<file path="src/rtl/pid_controller_clamped_defines.svh">
// Assertion macros shared by the PID controller RTL.
// Needs a clock named clk and a synchronous reset named rst in the using scope.
`ifndef PID_CONTROLLER_CLAMPED_DEFINES_SVH
`define PID_CONTROLLER_CLAMPED_DEFINES_SVH

// Check cond -> prop in the same cycle, off while in reset.
`define PCC_ASSERT_NOW(label, cond, prop, msg) \
  label: assert property (@(posedge clk) disable iff (rst) (cond) |-> (prop)) \
    else $error(msg);

// Check cond -> prop in the following cycle, off while in reset.
`define PCC_ASSERT_NEXT(label, cond, prop, msg) \
  label: assert property (@(posedge clk) disable iff (rst) (cond) |=> (prop)) \
    else $error(msg);

`endif

</file>
<file path="src/rtl/pcc_pkg.sv">
// Types, codes, widths and saturation helpers for the PID controller.
// No dependencies; used by pcc_mdu and pid_controller_clamped.
package pcc_pkg;

  // Input command codes
  localparam logic [1:0] CMD_UPDATE   = 2'd0;
  localparam logic [1:0] CMD_SUPPLIED = 2'd1;
  localparam logic [1:0] CMD_CLEAR    = 2'd2;

  // Configuration register indexes
  localparam int CFG_IDX_W = 3;
  localparam logic [CFG_IDX_W-1:0] REG_KP_GAIN        = 3'd0;
  localparam logic [CFG_IDX_W-1:0] REG_KI_GAIN        = 3'd1;
  localparam logic [CFG_IDX_W-1:0] REG_KD_GAIN        = 3'd2;
  localparam logic [CFG_IDX_W-1:0] REG_INTEGRAL_LIMIT = 3'd3;
  localparam logic [CFG_IDX_W-1:0] REG_OUTPUT_LIMIT   = 3'd4;

  // Product terms, in the order they are accumulated
  localparam logic [1:0] TERM_P = 2'd0;
  localparam logic [1:0] TERM_I = 2'd1;
  localparam logic [1:0] TERM_D = 2'd2;

  // Iterative unit geometry
  localparam int STEPS   = 32;
  localparam int CNT_W   = $clog2(STEPS);
  localparam int AMAG_W  = 34;
  localparam int BMAG_W  = 32;
  localparam int PROD_W  = AMAG_W + BMAG_W;
  localparam int FRAC_W  = 16;
  localparam int MAG_W   = PROD_W - FRAC_W;
  localparam int ACC_W   = MAG_W + 3;

  localparam logic signed [31:0] INT32_MAX = 32'sh7fff_ffff;
  localparam logic signed [31:0] INT32_MIN = 32'sh8000_0000;

  typedef enum logic [0:0] {
    OP_MUL,
    OP_DIV
  } pcc_op_t;

  typedef struct packed {
    logic    start;
    pcc_op_t op;
  } pcc_mdu_ctl_t;

  typedef struct packed {
    logic done;
    logic ovf;
  } pcc_mdu_stat_t;

  typedef enum logic [3:0] {
    ST_IDLE,
    ST_INT_GO,
    ST_INT_RUN,
    ST_INT_ADD,
    ST_INT_CLAMP,
    ST_DER_SEL,
    ST_DIV_GO,
    ST_DIV_RUN,
    ST_DIV_POST,
    ST_TERM_GO,
    ST_TERM_RUN,
    ST_TERM_ACC,
    ST_SAT,
    ST_OUT
  } pcc_state_t;

  // Saturate a wide signed sum to 32 bits signed.
  function automatic logic signed [31:0] sat32(input logic signed [ACC_W-1:0] v);
    logic [ACC_W-32:0] upper;
    upper = v[ACC_W-1:31];
    if ((&upper) || (~|upper)) begin
      return v[31:0];
    end else if (v[ACC_W-1]) begin
      return INT32_MIN;
    end else begin
      return INT32_MAX;
    end
  endfunction

  // Clamp to +-lim.
  function automatic logic signed [31:0] clamp_mag(input logic signed [31:0] v,
                                                   input logic [30:0] lim);
    logic signed [32:0] vs;
    logic signed [32:0] ls;
    logic [31:0]        lim_pos;
    vs      = {v[31], v};
    ls      = {2'b00, lim};
    lim_pos = {1'b0, lim};
    priority if (vs > ls) begin
      return lim_pos;
    end else if (vs < -ls) begin
      return ~lim_pos + 32'd1;
    end else begin
      return v;
    end
  endfunction

  // Magnitude of a 34 bit signed value as 34 bits unsigned.
  function automatic logic [AMAG_W-1:0] mag34(input logic [AMAG_W-1:0] v);
    return v[AMAG_W-1] ? (~v + AMAG_W'(1)) : v;
  endfunction

endpackage

</file>
<file path="src/rtl/pcc_mdu.sv">
// Shared iterative unit: shift-add multiply or restoring divide, one bit per cycle.
// Depends on pcc_pkg.
module pcc_mdu (
  input  logic                          clk,
  input  logic                          rst,
  input  pcc_pkg::pcc_mdu_ctl_t         ctl,
  input  logic [pcc_pkg::AMAG_W-1:0]    a_mag,
  input  logic [pcc_pkg::BMAG_W-1:0]    b_mag,
  input  logic [15:0]                   divisor,
  output pcc_pkg::pcc_mdu_stat_t        stat,
  output logic [pcc_pkg::PROD_W-1:0]    result
);

  logic                          running;
  logic [pcc_pkg::CNT_W-1:0]     cnt;
  logic                          done;
  logic                          ovf;
  pcc_pkg::pcc_op_t              op;
  logic [pcc_pkg::AMAG_W-1:0]    acc;
  logic [pcc_pkg::BMAG_W-1:0]    lo;
  logic [pcc_pkg::AMAG_W-1:0]    mcand;
  logic [15:0]                   dvsr;

  logic [pcc_pkg::AMAG_W:0]      opnd_a;
  logic [pcc_pkg::AMAG_W:0]      opnd_b;
  logic                          sub;
  logic [pcc_pkg::AMAG_W:0]      sum;

  // One adder serves both modes; divide subtracts.
  always_comb begin
    unique case (op)
      pcc_pkg::OP_DIV: begin
        opnd_a = {acc, lo[pcc_pkg::BMAG_W-1]};
        opnd_b = {{(pcc_pkg::AMAG_W-15){1'b0}}, dvsr};
        sub    = 1'b1;
      end
      pcc_pkg::OP_MUL: begin
        opnd_a = {1'b0, acc};
        opnd_b = lo[0] ? {1'b0, mcand} : '0;
        sub    = 1'b0;
      end
    endcase
    sum = opnd_a + (sub ? ~opnd_b : opnd_b) + {{pcc_pkg::AMAG_W{1'b0}}, sub};
  end

  always_ff @(posedge clk) begin
    if (rst) begin
      running <= 1'b0;
      cnt     <= '0;
      done    <= 1'b0;
    end else begin
      done <= 1'b0;
      if (ctl.start) begin
        running <= 1'b1;
        cnt     <= '0;
      end else if (running) begin
        cnt <= cnt + pcc_pkg::CNT_W'(1);
        if (cnt == pcc_pkg::CNT_W'(pcc_pkg::STEPS - 1)) begin
          running <= 1'b0;
          done    <= 1'b1;
        end
      end
    end
  end

  always_ff @(posedge clk) begin
    if (ctl.start) begin
      op <= ctl.op;
      unique case (ctl.op)
        pcc_pkg::OP_DIV: begin
          acc  <= {16'd0, a_mag[pcc_pkg::AMAG_W-1:16]};
          lo   <= {a_mag[15:0], 16'd0};
          dvsr <= divisor;
          ovf  <= a_mag[pcc_pkg::AMAG_W-1:16] >= {2'b00, divisor};
        end
        pcc_pkg::OP_MUL: begin
          acc   <= '0;
          lo    <= b_mag;
          mcand <= a_mag;
          ovf   <= 1'b0;
        end
      endcase
    end else if (running) begin
      unique case (op)
        pcc_pkg::OP_DIV: begin
          // Keep the trial remainder only when it did not go negative.
          acc <= sum[pcc_pkg::AMAG_W] ? opnd_a[pcc_pkg::AMAG_W-1:0]
                                      : sum[pcc_pkg::AMAG_W-1:0];
          lo  <= {lo[pcc_pkg::BMAG_W-2:0], ~sum[pcc_pkg::AMAG_W]};
        end
        pcc_pkg::OP_MUL: begin
          acc <= sum[pcc_pkg::AMAG_W:1];
          lo  <= {sum[0], lo[pcc_pkg::BMAG_W-1:1]};
        end
      endcase
    end
  end

  assign stat.done = done;
  assign stat.ovf  = ovf;
  assign result    = {acc, lo};

endmodule

</file>
<file path="src/rtl/pid_controller_clamped.sv">
// Top level of the clamped PID controller: sequencer, state and output register.
// Depends on pcc_pkg, pcc_mdu and pid_controller_clamped_defines.svh.
//
//  channel  direction  handshake             payload
//  in       to block   in_valid / in_stall   command setpoint measured time_step derivative_in
//  out      from block out_valid / out_stall drive
//  cfg      to block   cfg_valid / cfg_ready cfg_index cfg_data
//
// One item at a time. An update runs up to five passes of the 32-step shift-add /
// shift-subtract unit (error*time_step, the derivative divide, three gain products);
// a supplied derivative skips the divide, and a zero time step skips the integration
// pass and the divide. Clear and the unused command go straight to the output.
// Reset clears gains, limits, stored errors and integral. A stalled output holds the
// result; the next item is still taken and waits for the output slot at its end.
`include "pid_controller_clamped_defines.svh"
module pid_controller_clamped (
  input  logic                              clk,
  input  logic                              rst,
  // input items
  input  logic                              in_valid,
  output logic                              in_stall,
  input  logic [1:0]                        command,
  input  logic signed [31:0]                setpoint,
  input  logic signed [31:0]                measured,
  input  logic [15:0]                       time_step,
  input  logic signed [31:0]                derivative_in,
  // result items
  output logic                              out_valid,
  input  logic                              out_stall,
  output logic signed [31:0]                drive,
  // configuration writes
  input  logic                              cfg_valid,
  output logic                              cfg_ready,
  input  logic [pcc_pkg::CFG_IDX_W-1:0]     cfg_index,
  input  logic [31:0]                       cfg_data
);

  pcc_pkg::pcc_state_t state;
  pcc_pkg::pcc_state_t state_next;

  // Configuration
  logic signed [31:0] kp_gain;
  logic signed [31:0] ki_gain;
  logic signed [31:0] kd_gain;
  logic [30:0]        integral_limit;
  logic [30:0]        output_limit;

  // Controller state
  logic signed [32:0] last_error;
  logic signed [32:0] prior_error;
  logic signed [31:0] integral_sum;

  // Per-item working registers
  logic [1:0]                       cmd_r;
  logic [15:0]                      dt_r;
  logic signed [31:0]               dsup_r;
  logic signed [31:0]               deriv;
  logic [pcc_pkg::AMAG_W-1:0]       diff;
  logic [pcc_pkg::ACC_W-1:0]        acc_sum;
  logic [1:0]                       term;
  logic                             term_neg_r;
  logic signed [31:0]               drive_pre;

  // Shared unit hookup
  pcc_pkg::pcc_mdu_ctl_t            mdu_ctl;
  pcc_pkg::pcc_mdu_stat_t           mdu_stat;
  logic [pcc_pkg::AMAG_W-1:0]       mdu_a;
  logic [pcc_pkg::BMAG_W-1:0]       mdu_b;
  logic [pcc_pkg::PROD_W-1:0]       mdu_res;

  logic [pcc_pkg::AMAG_W-1:0]       term_val;
  logic signed [31:0]               term_gain;
  logic                             term_neg;
  logic [pcc_pkg::AMAG_W-1:0]       gain_mag;
  logic [pcc_pkg::ACC_W-1:0]        m_ext;
  logic [pcc_pkg::ACC_W-1:0]        int_ext;
  logic [pcc_pkg::ACC_W-1:0]        int_sum;
  logic [31:0]                      quot;

  logic in_take;
  logic cfg_we;
  logic out_load;

  pcc_mdu u_mdu (
    .clk     (clk),
    .rst     (rst),
    .ctl     (mdu_ctl),
    .a_mag   (mdu_a),
    .b_mag   (mdu_b),
    .divisor (dt_r),
    .stat    (mdu_stat),
    .result  (mdu_res)
  );

  // ---------------------------------------------------------------------------
  // Sequencer: next state
  // ---------------------------------------------------------------------------
  always_comb begin
    state_next = state;
    unique case (state)
      pcc_pkg::ST_IDLE: begin
        if (in_valid) begin
          if (command == pcc_pkg::CMD_UPDATE || command == pcc_pkg::CMD_SUPPLIED) begin
            state_next = pcc_pkg::ST_INT_GO;
          end else begin
            state_next = pcc_pkg::ST_OUT;
          end
        end
      end
      pcc_pkg::ST_INT_GO: begin
        // No integration with a zero time step; the clamp still applies.
        state_next = (dt_r == 16'd0) ? pcc_pkg::ST_INT_CLAMP : pcc_pkg::ST_INT_RUN;
      end
      pcc_pkg::ST_INT_RUN: begin
        if (mdu_stat.done) state_next = pcc_pkg::ST_INT_ADD;
      end
      pcc_pkg::ST_INT_ADD:   state_next = pcc_pkg::ST_INT_CLAMP;
      pcc_pkg::ST_INT_CLAMP: state_next = pcc_pkg::ST_DER_SEL;
      pcc_pkg::ST_DER_SEL: begin
        if (cmd_r == pcc_pkg::CMD_SUPPLIED || dt_r == 16'd0) begin
          state_next = pcc_pkg::ST_TERM_GO;
        end else begin
          state_next = pcc_pkg::ST_DIV_GO;
        end
      end
      pcc_pkg::ST_DIV_GO: state_next = pcc_pkg::ST_DIV_RUN;
      pcc_pkg::ST_DIV_RUN: begin
        if (mdu_stat.done) state_next = pcc_pkg::ST_DIV_POST;
      end
      pcc_pkg::ST_DIV_POST: state_next = pcc_pkg::ST_TERM_GO;
      pcc_pkg::ST_TERM_GO:  state_next = pcc_pkg::ST_TERM_RUN;
      pcc_pkg::ST_TERM_RUN: begin
        if (mdu_stat.done) state_next = pcc_pkg::ST_TERM_ACC;
      end
      pcc_pkg::ST_TERM_ACC: begin
        state_next = (term == pcc_pkg::TERM_D) ? pcc_pkg::ST_SAT : pcc_pkg::ST_TERM_GO;
      end
      pcc_pkg::ST_SAT: state_next = pcc_pkg::ST_OUT;
      pcc_pkg::ST_OUT: begin
        if (!out_valid || !out_stall) state_next = pcc_pkg::ST_IDLE;
      end
    endcase
  end

  // ---------------------------------------------------------------------------
  // Sequencer: outputs
  // ---------------------------------------------------------------------------
  always_comb begin
    in_stall      = (state != pcc_pkg::ST_IDLE);
    // Take register writes only with nothing in flight or waiting at the output.
    cfg_ready     = (state == pcc_pkg::ST_IDLE) && !out_valid;
    out_load      = (state == pcc_pkg::ST_OUT) && (!out_valid || !out_stall);
    mdu_ctl.start = 1'b0;
    mdu_ctl.op    = pcc_pkg::OP_MUL;
    unique case (state)
      pcc_pkg::ST_INT_GO: begin
        mdu_ctl.start = (dt_r != 16'd0);
      end
      pcc_pkg::ST_DIV_GO: begin
        mdu_ctl.start = 1'b1;
        mdu_ctl.op    = pcc_pkg::OP_DIV;
      end
      pcc_pkg::ST_TERM_GO: begin
        mdu_ctl.start = 1'b1;
      end
      pcc_pkg::ST_IDLE, pcc_pkg::ST_INT_RUN, pcc_pkg::ST_INT_ADD, pcc_pkg::ST_INT_CLAMP,
      pcc_pkg::ST_DER_SEL, pcc_pkg::ST_DIV_RUN, pcc_pkg::ST_DIV_POST, pcc_pkg::ST_TERM_RUN,
      pcc_pkg::ST_TERM_ACC, pcc_pkg::ST_SAT, pcc_pkg::ST_OUT: begin
        mdu_ctl.start = 1'b0;
      end
    endcase
  end

  assign in_take = in_valid && !in_stall;
  assign cfg_we  = cfg_valid && cfg_ready;

  // ---------------------------------------------------------------------------
  // Operand selection for the shared unit
  // ---------------------------------------------------------------------------
  always_comb begin
    case (term)
      pcc_pkg::TERM_P: begin
        term_val  = {last_error[32], last_error};
        term_gain = kp_gain;
      end
      pcc_pkg::TERM_I: begin
        term_val  = {{2{integral_sum[31]}}, integral_sum};
        term_gain = ki_gain;
      end
      pcc_pkg::TERM_D: begin
        term_val  = {{2{deriv[31]}}, deriv};
        term_gain = kd_gain;
      end
      default: begin
        term_val  = '0;
        term_gain = '0;
      end
    endcase
    // Sign-magnitude products: truncate the magnitude, then apply the sign.
    term_neg = term_val[pcc_pkg::AMAG_W-1] ^ term_gain[31];
    gain_mag = pcc_pkg::mag34({{2{term_gain[31]}}, term_gain});

    if (state == pcc_pkg::ST_INT_GO) begin
      mdu_a = pcc_pkg::mag34({last_error[32], last_error});
      mdu_b = {16'd0, dt_r};
    end else if (state == pcc_pkg::ST_DIV_GO) begin
      mdu_a = pcc_pkg::mag34(diff);
      mdu_b = '0;
    end else begin
      mdu_a = pcc_pkg::mag34(term_val);
      mdu_b = gain_mag[pcc_pkg::BMAG_W-1:0];
    end
  end

  // Truncated product magnitude and the integral update sum.
  assign m_ext   = {{(pcc_pkg::ACC_W-pcc_pkg::MAG_W){1'b0}},
                    mdu_res[pcc_pkg::PROD_W-1:pcc_pkg::FRAC_W]};
  assign int_ext = {{(pcc_pkg::ACC_W-32){integral_sum[31]}}, integral_sum};
  assign int_sum = last_error[32] ? (int_ext - m_ext) : (int_ext + m_ext);
  assign quot    = mdu_res[31:0];

  // ---------------------------------------------------------------------------
  // Sequencer state, configuration and controller state
  // ---------------------------------------------------------------------------
  always_ff @(posedge clk) begin
    if (rst) begin
      state          <= pcc_pkg::ST_IDLE;
      term           <= pcc_pkg::TERM_P;
      kp_gain        <= '0;
      ki_gain        <= '0;
      kd_gain        <= '0;
      integral_limit <= '0;
      output_limit   <= '0;
      last_error     <= '0;
      prior_error    <= '0;
      integral_sum   <= '0;
    end else begin
      state <= state_next;

      if (cfg_we) begin
        case (cfg_index)
          pcc_pkg::REG_KP_GAIN: kp_gain <= cfg_data;
          pcc_pkg::REG_KI_GAIN: begin
            // Drop the integral when the integral gain is switched off.
            if (cfg_data == 32'd0 && ki_gain != 32'sd0) integral_sum <= '0;
            ki_gain <= cfg_data;
          end
          pcc_pkg::REG_KD_GAIN:        kd_gain        <= cfg_data;
          pcc_pkg::REG_INTEGRAL_LIMIT: integral_limit <= cfg_data[30:0];
          pcc_pkg::REG_OUTPUT_LIMIT:   output_limit   <= cfg_data[30:0];
          default: ;
        endcase
      end

      unique case (state)
        pcc_pkg::ST_IDLE: begin
          if (in_take) begin
            if (command == pcc_pkg::CMD_UPDATE || command == pcc_pkg::CMD_SUPPLIED) begin
              prior_error <= last_error;
              last_error  <= {setpoint[31], setpoint} - {measured[31], measured};
            end else if (command == pcc_pkg::CMD_CLEAR) begin
              last_error   <= '0;
              prior_error  <= '0;
              integral_sum <= '0;
            end
          end
        end
        pcc_pkg::ST_INT_ADD:   integral_sum <= pcc_pkg::sat32(int_sum);
        pcc_pkg::ST_INT_CLAMP: integral_sum <= pcc_pkg::clamp_mag(integral_sum,
                                                                  integral_limit);
        pcc_pkg::ST_DER_SEL:   term <= pcc_pkg::TERM_P;
        pcc_pkg::ST_TERM_ACC:  term <= term + 2'd1;
        pcc_pkg::ST_INT_GO, pcc_pkg::ST_INT_RUN, pcc_pkg::ST_DIV_GO, pcc_pkg::ST_DIV_RUN,
        pcc_pkg::ST_DIV_POST, pcc_pkg::ST_TERM_GO, pcc_pkg::ST_TERM_RUN, pcc_pkg::ST_SAT,
        pcc_pkg::ST_OUT: ;
      endcase
    end
  end

  // ---------------------------------------------------------------------------
  // Per-item working registers (no reset, always written before use)
  // ---------------------------------------------------------------------------
  always_ff @(posedge clk) begin
    unique case (state)
      pcc_pkg::ST_IDLE: begin
        if (in_take) begin
          cmd_r     <= command;
          dt_r      <= time_step;
          dsup_r    <= derivative_in;
          drive_pre <= '0;
        end
      end
      pcc_pkg::ST_DER_SEL: begin
        acc_sum <= '0;
        if (cmd_r == pcc_pkg::CMD_SUPPLIED) begin
          deriv <= dsup_r;
        end else if (dt_r == 16'd0) begin
          deriv <= '0;
        end else begin
          diff <= {last_error[32], last_error} - {prior_error[32], prior_error};
        end
      end
      pcc_pkg::ST_DIV_POST: begin
        // Quotient at or above 2^31 saturates toward the sign of the difference.
        if (mdu_stat.ovf || quot[31]) begin
          deriv <= diff[pcc_pkg::AMAG_W-1] ? pcc_pkg::INT32_MIN : pcc_pkg::INT32_MAX;
        end else begin
          deriv <= diff[pcc_pkg::AMAG_W-1] ? (~quot + 32'd1) : quot;
        end
      end
      pcc_pkg::ST_TERM_GO:  term_neg_r <= term_neg;
      pcc_pkg::ST_TERM_ACC: acc_sum <= term_neg_r ? (acc_sum - m_ext) : (acc_sum + m_ext);
      pcc_pkg::ST_SAT:      drive_pre <= pcc_pkg::sat32(acc_sum);
      pcc_pkg::ST_INT_GO, pcc_pkg::ST_INT_RUN, pcc_pkg::ST_INT_ADD, pcc_pkg::ST_INT_CLAMP,
      pcc_pkg::ST_DIV_GO, pcc_pkg::ST_DIV_RUN, pcc_pkg::ST_TERM_RUN, pcc_pkg::ST_OUT: ;
    endcase
  end

  // ---------------------------------------------------------------------------
  // Output register: hold the result until taken
  // ---------------------------------------------------------------------------
  always_ff @(posedge clk) begin
    if (rst) begin
      out_valid <= 1'b0;
    end else if (out_load) begin
      out_valid <= 1'b1;
    end else if (!out_stall) begin
      out_valid <= 1'b0;
    end
  end

  always_ff @(posedge clk) begin
    if (out_load) begin
      drive <= pcc_pkg::clamp_mag(drive_pre, output_limit);
    end
  end

  // ---------------------------------------------------------------------------
  // Assertions
  // ---------------------------------------------------------------------------
  `PCC_ASSERT_NOW(a_integral_bound, state == pcc_pkg::ST_DER_SEL, ($signed({integral_sum[31], integral_sum}) <= $signed({2'b00, integral_limit})) && ($signed({integral_sum[31], integral_sum}) >= -$signed({2'b00, integral_limit})), "integral outside its limit after clamp")
  `PCC_ASSERT_NOW(a_drive_bound, out_valid, ($signed({drive[31], drive}) <= $signed({2'b00, output_limit})) && ($signed({drive[31], drive}) >= -$signed({2'b00, output_limit})), "drive outside output limit")
  `PCC_ASSERT_NOW(a_mdu_done_run, mdu_stat.done, (state == pcc_pkg::ST_INT_RUN) || (state == pcc_pkg::ST_DIV_RUN) || (state == pcc_pkg::ST_TERM_RUN), "shared unit finished outside a run state")
  `PCC_ASSERT_NEXT(a_out_load, out_load, out_valid && (state == pcc_pkg::ST_IDLE), "result load did not present an item")

endmodule

</file>
<file path="config.mk">
export PLATFORM = sky130hd
export DESIGN_NAME = pid_controller_clamped
export DESIGN_NICKNAME = d
export VERILOG_FILES = /design/src/rtl/pcc_pkg.sv /design/src/rtl/pcc_mdu.sv /design/src/rtl/pid_controller_clamped.sv
export VERILOG_INCLUDE_DIRS = /design/src /design/src/rtl
export SDC_FILE = /design/constraint.sdc
export NUM_CORES = 2
export LEC_CHECK = 0
export BUFFER_PORTS_ARGS = -buffer_cell sky130_fd_sc_hd__buf_4
export CAP_MARGIN = 10
export CORE_MARGIN = 5
export CORE_UTILIZATION = 45
export DETAILED_ROUTE_END_ITERATION = 7
export GPL_TIMING_DRIVEN = 0
export PLACE_DENSITY_LB_ADDON = 0.3
export SLEW_MARGIN = 0
export SYNTH_ARGS = -nofsm -noshare
export SYNTH_HDL_FRONTEND = slang
export SYNTH_SLANG_ARGS = --single-unit
</file>
<file path="constraint.sdc">
create_clock -name clk -period 6.14 [get_ports clk]
set_clock_uncertainty 0.2 [all_clocks]
set_input_delay 0.307 -clock clk [delete_from_list [all_inputs] [get_ports clk]]
set_output_delay 0.307 -clock clk [all_outputs]
set_load 0.005 [all_outputs]
</file>
* Word-level counts from Yosys, hierarchy flattened *
Cells that the tools add are included.

storage, ports and cells
  register bits = 622
  latch bits = 0
  bits in writable memories = 0
  ROM bits = 0
  input bits = 154
  output and inout bits = 35
  word-level logic and storage cells = 225
  memories kept = 0

cells by class
  add/subtract/negate cells = 19
  multiply operators = 0
  divide/modulo/power cells = 0
  $lt $le $gt $ge = 5
  equal/unequal tests = 32
  shifts and indexed selects = 0
  mux-type cells = 73
  bitwise operators = 15
  reduce and logical (&&, ||, !) cells = 51

operator list
  operator                                                          count
  32-bit 2-to-1 mux                                                 24
  34-bit 2-to-1 mux                                                 9
  32-bit case mux with 2 select lines                               4
  32-bit case mux with 3 select lines                               2
  35-bit case mux with 2 select lines                               2
  34-bit case mux with 2 select lines                               2
  32-bit by 1-bit adder with 32-bit output (second input constant)  4
  53-bit 2-to-1 mux                                                 2
  53-bit case mux with 2 select lines                               1
  34-bit by 1-bit adder with 34-bit output (second input constant)  3
  34-bit inverter                                                   3
  34-bit case mux with 3 select lines                               1
  33-bit 2-to-1 mux                                                 3
  32-bit by 33-bit < comparator with 1-bit output                   2
  31-bit negator with 33-bit output                                 2
  32-bit > comparator                                               2
  31-bit inverter with 32-bit output                                2
  32-bit inverter                                                   2
  4-bit case mux with 14 select lines                               1
  53-bit by 50-bit adder with 53-bit output                         1
  53-bit by 50-bit subtractor with 53-bit output                    1
  32-bit by 51-bit adder with 52-bit output                         1
  32-bit by 51-bit subtractor with 52-bit output                    1
  22-bit AND reduction                                              2
  50 further kinds                                                  118

* Longest topological paths before layout *
  depth after elaboration = 10
  depth in mapped cells = 31
  mapped depth without buffers = 27

* By module *
A second synthesis with hierarchy kept.

second synthesis, totals
  cell total of the unflattened synthesis = 5843
  area, all modules = 48526.5 um^2

by module, submodules not included
  module                  times used  cells an instance  area an instance (um^2)  sequential area each (um^2)
  pid_controller_clamped  1           4974               39919.5                  12291.8
  pcc_mdu                 1           869                8607.0                   3683.5

* Worst setup path before layout *
Ideal clock, no wire load.

  path kind = flip-flop to flip-flop
  from = reg term[0]
  to = reg u_mdu.ovf, data pin
  setup time = 0.261 ns
  arrival = 5.848 ns
  required time = 5.679 ns
  setup slack = -0.170 ns
  cell stages (with the launch flop) = 32
  path through = dfxtp_1 -> ha_1 -> clkbuf_1 -> clkbuf_1 -> clkbuf_1 -> clkbuf_1 -> clkbuf_1 -> clkbuf_1 -> or2_2 -> ha_1 -> o21a_1 -> o21ai_0 -> or2_2 -> o21ai_0 -> xor2_1 -> a211oi_1 -> a21oi_1 -> inv_1 -> ha_1 -> nand2b_1 -> a21o_1 -> a21o_1 -> a21o_1 -> a21o_1 -> a21o_1 -> a21o_1 -> a21o_1 -> a21oi_1 -> o21ai_0 -> a211o_1 -> o211ai_1 -> a21oi_1

between the ends
  word-level cells in the longest chain between the ends = 9

RTL lines
  element                                                           line                           text
  start: declaration                                                pid_controller_clamped.sv:60   logic [1:0] term;
  start signal: assignment                                          pid_controller_clamped.sv:228  term <= pcc_pkg::TERM_P;
  start signal: assignment                                          pid_controller_clamped.sv:271  pcc_pkg::ST_DER_SEL: term <= pcc_pkg::TERM_P;
  start signal: assignment                                          pid_controller_clamped.sv:272  pcc_pkg::ST_TERM_ACC: term <= term + 2'd1;
  2-bit == test (tied with other cells)                             pid_controller_clamped.sv:181  case (term)
  34-bit case mux with 3 select lines *                             pid_controller_clamped.sv:181
  34-bit inverter                                                   pcc_pkg.sv:101                 return v[AMAG_W-1] ? (~v + AMAG_W'(1)) : v;
  34-bit by 1-bit adder with 34-bit output                          pcc_pkg.sv:101
  34-bit 2-to-1 mux *                                               pcc_pkg.sv:101
  34-bit 2-to-1 mux *                                               pid_controller_clamped.sv:206  end else if (state == pcc_pkg::ST_DIV_GO) begin
  34-bit 2-to-1 mux *                                               pid_controller_clamped.sv:203  if (state == pcc_pkg::ST_INT_GO) begin
  net mdu_a, one bit                                                pid_controller_clamped.sv:67   logic [pcc_pkg::AMAG_W-1:0] mdu_a;
  18-bit by 16-bit greater-or-equal comparator with 1-bit output *  pcc_mdu.sv:74                  ovf <= a_mag[pcc_pkg::AMAG_W-1:16] >= {2'b00, divisor};
  1-bit case mux with 2 select lines *                              pcc_mdu.sv:69                  unique case (ctl.op)
  end signal: assignment                                            pcc_mdu.sv:74
  end: declaration                                                  pcc_mdu.sv:17                  logic ovf;

Mark *: on every way through the listed nets, which the timed path passes. The rest lies on a longest branch.
A chain may end at the register's enable or synchronous reset.

* Final worst setup path *
Same ends and word-level chain as after synthesis.

==> results.toml <==
[pwr]
pwr-share-seq_pct = 22.8
peakVddDrop_mv = 0.3474
power_leakage_uw = 0.02172
finalPower_uw = 30450
p_sw_uw = 14610
pwr-share-clk_pct = 14.8
powerDensity_nw_per_um2 = 537.0
pwr-share-comb_pct = 62.4
intPower_uw = 15840
switching_share_pct = 47.99

[yosys]
async_reset_ff_share_pct = 0
syn-mean-instance-area_um2 = 8.294
synth.distinct_cells = 97
syn_inst = 5737
ys_seq_elements = 622
syn_area_um2 = 47580
syn_nets = 6253
ys_seq_area_share_pct = 33.57
yosys_warnings = 0
synth_edf_count = 352
synthFlopType = "edfxtp_1"

[sta]
setup_violations = 11
slew_headroom_pct = 8.237
setup_ws_ps = -259.1
whs_ps = 14.60
rsz0062_at_grt = "true"
fin_crit_ps = 6399
finalCritPeriodShare_pct = 104.2
drv_slew = 0
max_freq_mhz = 156.3
finalHoldViolCount = 0
max_slew.worst_pin.slew_ps = 1366

[cts]
clock_sink_count = 622
root_buffer = "clkbuf_16"
cts.clk_slew.worst_paths_ps = 60
cts_buffers = 75
cts.path.max_buffers = 3
cts-htree-levels = 3
cts_tree = "done"
insertion_delay_ps = 680

[drt]
drc = 55
dr.pass1.iters = 8
vias = 46883
avgRoutedWirePerCell_um = 24.40
drt_iter0_drc = 5380
vias_per_cell = 6.137
antenna_left = 0
routed_wl_um = 186400

[place]
placed_cell_area_um2 = 50880
dp_slack_ps = -2334
dp.cells = 7321
gp_congestion = 1.048
dp_hpwl_um = 145900
io_buffer_count = 186

[floorplan]
ioPinCount = 189
die_h_um = 335.2
core_area_um2 = 105100
die_x_um = 335.2
initial_core_util_pct = 45.27
dieArea_um2 = 112300
num_rows = 119

[worst_setup_path]
path_class = "reg -> reg"
slowest_stage = "a222oi_1"
critPathMaxStageDelay_ps = 700
worst-path-buf-inv = 2
crit_cells = 24
crit_arrival_ps = 6620
reg2reg_depth = 24
startpoint_type = "register"
worstPathCellList = "inv_1 > ha_1 > buf_2 > a222oi_1 > nand3_1 > o21ai_0 > o21ai_0 > or3_1 > nand2_1 > xnor2_1 > o21ai_0 > nor2_1 > a21oi_1 > ha_1 > a21o_1 > a21o_1 > a21o_1 > a21o_1 > a21o_1 > a21oi_1 > o21ai_0 > a211o_1 > o211ai_1 > a21oi_1"
path_common_cell = "a21o_1"
worst-path-max-fanout = 10
cp.required_ps = 6360
crit_family = "compound AO/OA/AOI/OAI gates"
endpoint_kind = "register"

[run_status]
violations = "DRC, setup timing"
status = "finished with violations"

[grt]
grt_max_degree = 47
first_global_vias = 43885
groute.layer.met2.usage_pct = 50.70
met1_usage_pct = 39.40
overflow = 0
grt.total_usage_pct = 31.45
grt_busiest_layer = "met2"
met3_usage_pct = 5.442
antenna_found_initial = 6
grt_pass1_wl_um = 270300

[finish]
final_nets = 6699
mostFrequentLayoutCells = "648 x nand2_1, 554 x a21oi_1, 544 x nor2_1"
area_growth_pct = 19.18
drive_gt1_share_pct = 12.45
final_common_cell = "nand2_1"
instances_no_fill = 7639
stdcell_area_um2 = 56710

[worst_hold_path]
hold_class = "in -> reg"
worstHoldPathCells = 5

[job]
drv_cap = 0
power by group through the flow:
stage	registers, uW	clock network (uW)	logic [uW]
3_3_place_gp	6970	0	17000
4_1_cts	6870	4550	17800
3_5_place_dp	6920	0	17300
6_report	6930	4510	19000
2_1_floorplan	6340	0	12800
5_1_grt	6940	4710	20500
synthesized netlist by cell type (all sizes together) (46+ instances only):
master | instances | area, um2
nand2 | 658 | 2470
a21oi | 576 | 2887
nor2 | 553 | 2076
ha | 357 | 4467
edfxtp | 352 | 10570
xnor2 | 346 | 3038
o21ai | 323 | 1620
clkbuf | 280 | 1051
dfxtp | 270 | 5405
inv | 262 | 983.4
a21o | 128 | 960.9
xor2 | 125 | 1095
nand3 | 112 | 570.6
nor3 | 112 | 565.5
nor4 | 75 | 503.0
nand4 | 72 | 450.4
a222oi | 70 | 700.7
a22oi | 69 | 518.0
nor2b | 68 | 425.4
mux2i | 67 | 670.6
or3 | 59 | 369.1
buf | 56 | 277.8
o21a | 56 | 420.4
mux2 | 55 | 619.3
nand2b | 52 | 325.3
a31oi | 50 | 312.8
o22ai | 46 | 287.8
path summary, 6_finish.rpt:
kind / from / end / slack (ps)
worst min-delay path: setpoint[4] / last_error[4] / 10
worst min register to register: kp_gain[30] / kp_gain[30] / 250
worst max register to register: term[0] / u_mdu.ovf / -260
worst max-delay path: term[0] / u_mdu.ovf / -260
worst register-to-register path: stages (launching register included):
cell	delay (ps)
dfxtp_2	390
inv_1	80
ha_1	260
buf_2	220
a222oi_1	700
nand3_1	190
o21ai_0	380
o21ai_0	490
or3_1	590
nand2_1	120
xnor2_1	80
o21ai_0	190
nor2_1	60
a21oi_1	340
ha_1	310
a21o_1	150
a21o_1	170
a21o_1	160
a21o_1	170
a21o_1	170
a21oi_1	130
o21ai_0	100
a211o_1	300
o211ai_1	90
a21oi_1	80
metrics by stage:
| stage | setup TNS (ps) | utilization [%] |
|---|---|---|
| 2_1_floorplan | -8.233 | - |
| 3_3_place_gp | -105530 | 48.25 |
| 3_5_place_dp | -92270 | 48.40 |
| 4_1_cts | -237.5 | 52.61 |
| 5_1_grt | -5948 | 53.93 |
| 6_report | -766.6 | 53.95 |
sequential cells by signal, indices dropped and copies added (netlist names), 5 cells and up:
signal / count
deriv: 32
u_mdu.lo: 32
u_mdu.cnt: 5
drive_pre: 32
dsup_r: 32
kd_gain: 32
u_mdu.dvsr: 16
dt_r: 16
ki_gain: 32
last_error: 33
u_mdu.acc: 34
integral_limit: 31
u_mdu.mcand: 34
prior_error: 33
acc_sum: 53
output_limit: 31
integral_sum: 32
kp_gain: 32
diff: 34
drive: 32
layer usage:
layer  up-vias  wire, um  part of all wire, %
met1     22209     71960                   39
met3       553     17150                  9.2
met2      2337     83180                   45
met5         -        40                0.021
met4         6     14050                  7.5
li1      21778         -                    -
cells by family (layout without fill, tap and decap cells):
logic type	after synthesis	count (layout)	synth area share, %
simple gates	1921	1922	18.73
other cells	0	7	0
mux	122	122	2.711
buf+inv	600	1102	4.875
fa+ha+maj	362	362	9.598
xor+xnor	471	471	8.685
compound gates	1639	1640	21.83
flops	622	622	33.57
layout make-up:
type	count	area (um2)
Inverter	264	993.5
Fill cell	9743	48410
Sequential cell	622	15980
Buffer	323	1498
Timing Repair Buffer	380	3332
Clock buffer	97	2102
Tap cell	1391	1740
Clock inverter	38	365.4
Multi-Input combinational cell	4517	30680
Antenna cell	7	17.52
timing repair:
item	4_1_cts	5_1_grt
buffers inserted	40	28
pin swaps	30	91
cloned	2	7
resized for setup	164	231
endpoints found under the hold margin	259	0
setup endpoints to repair	134	98
hold buffers	110	0
Note: power is estimated with default switching activity, not from simulation.
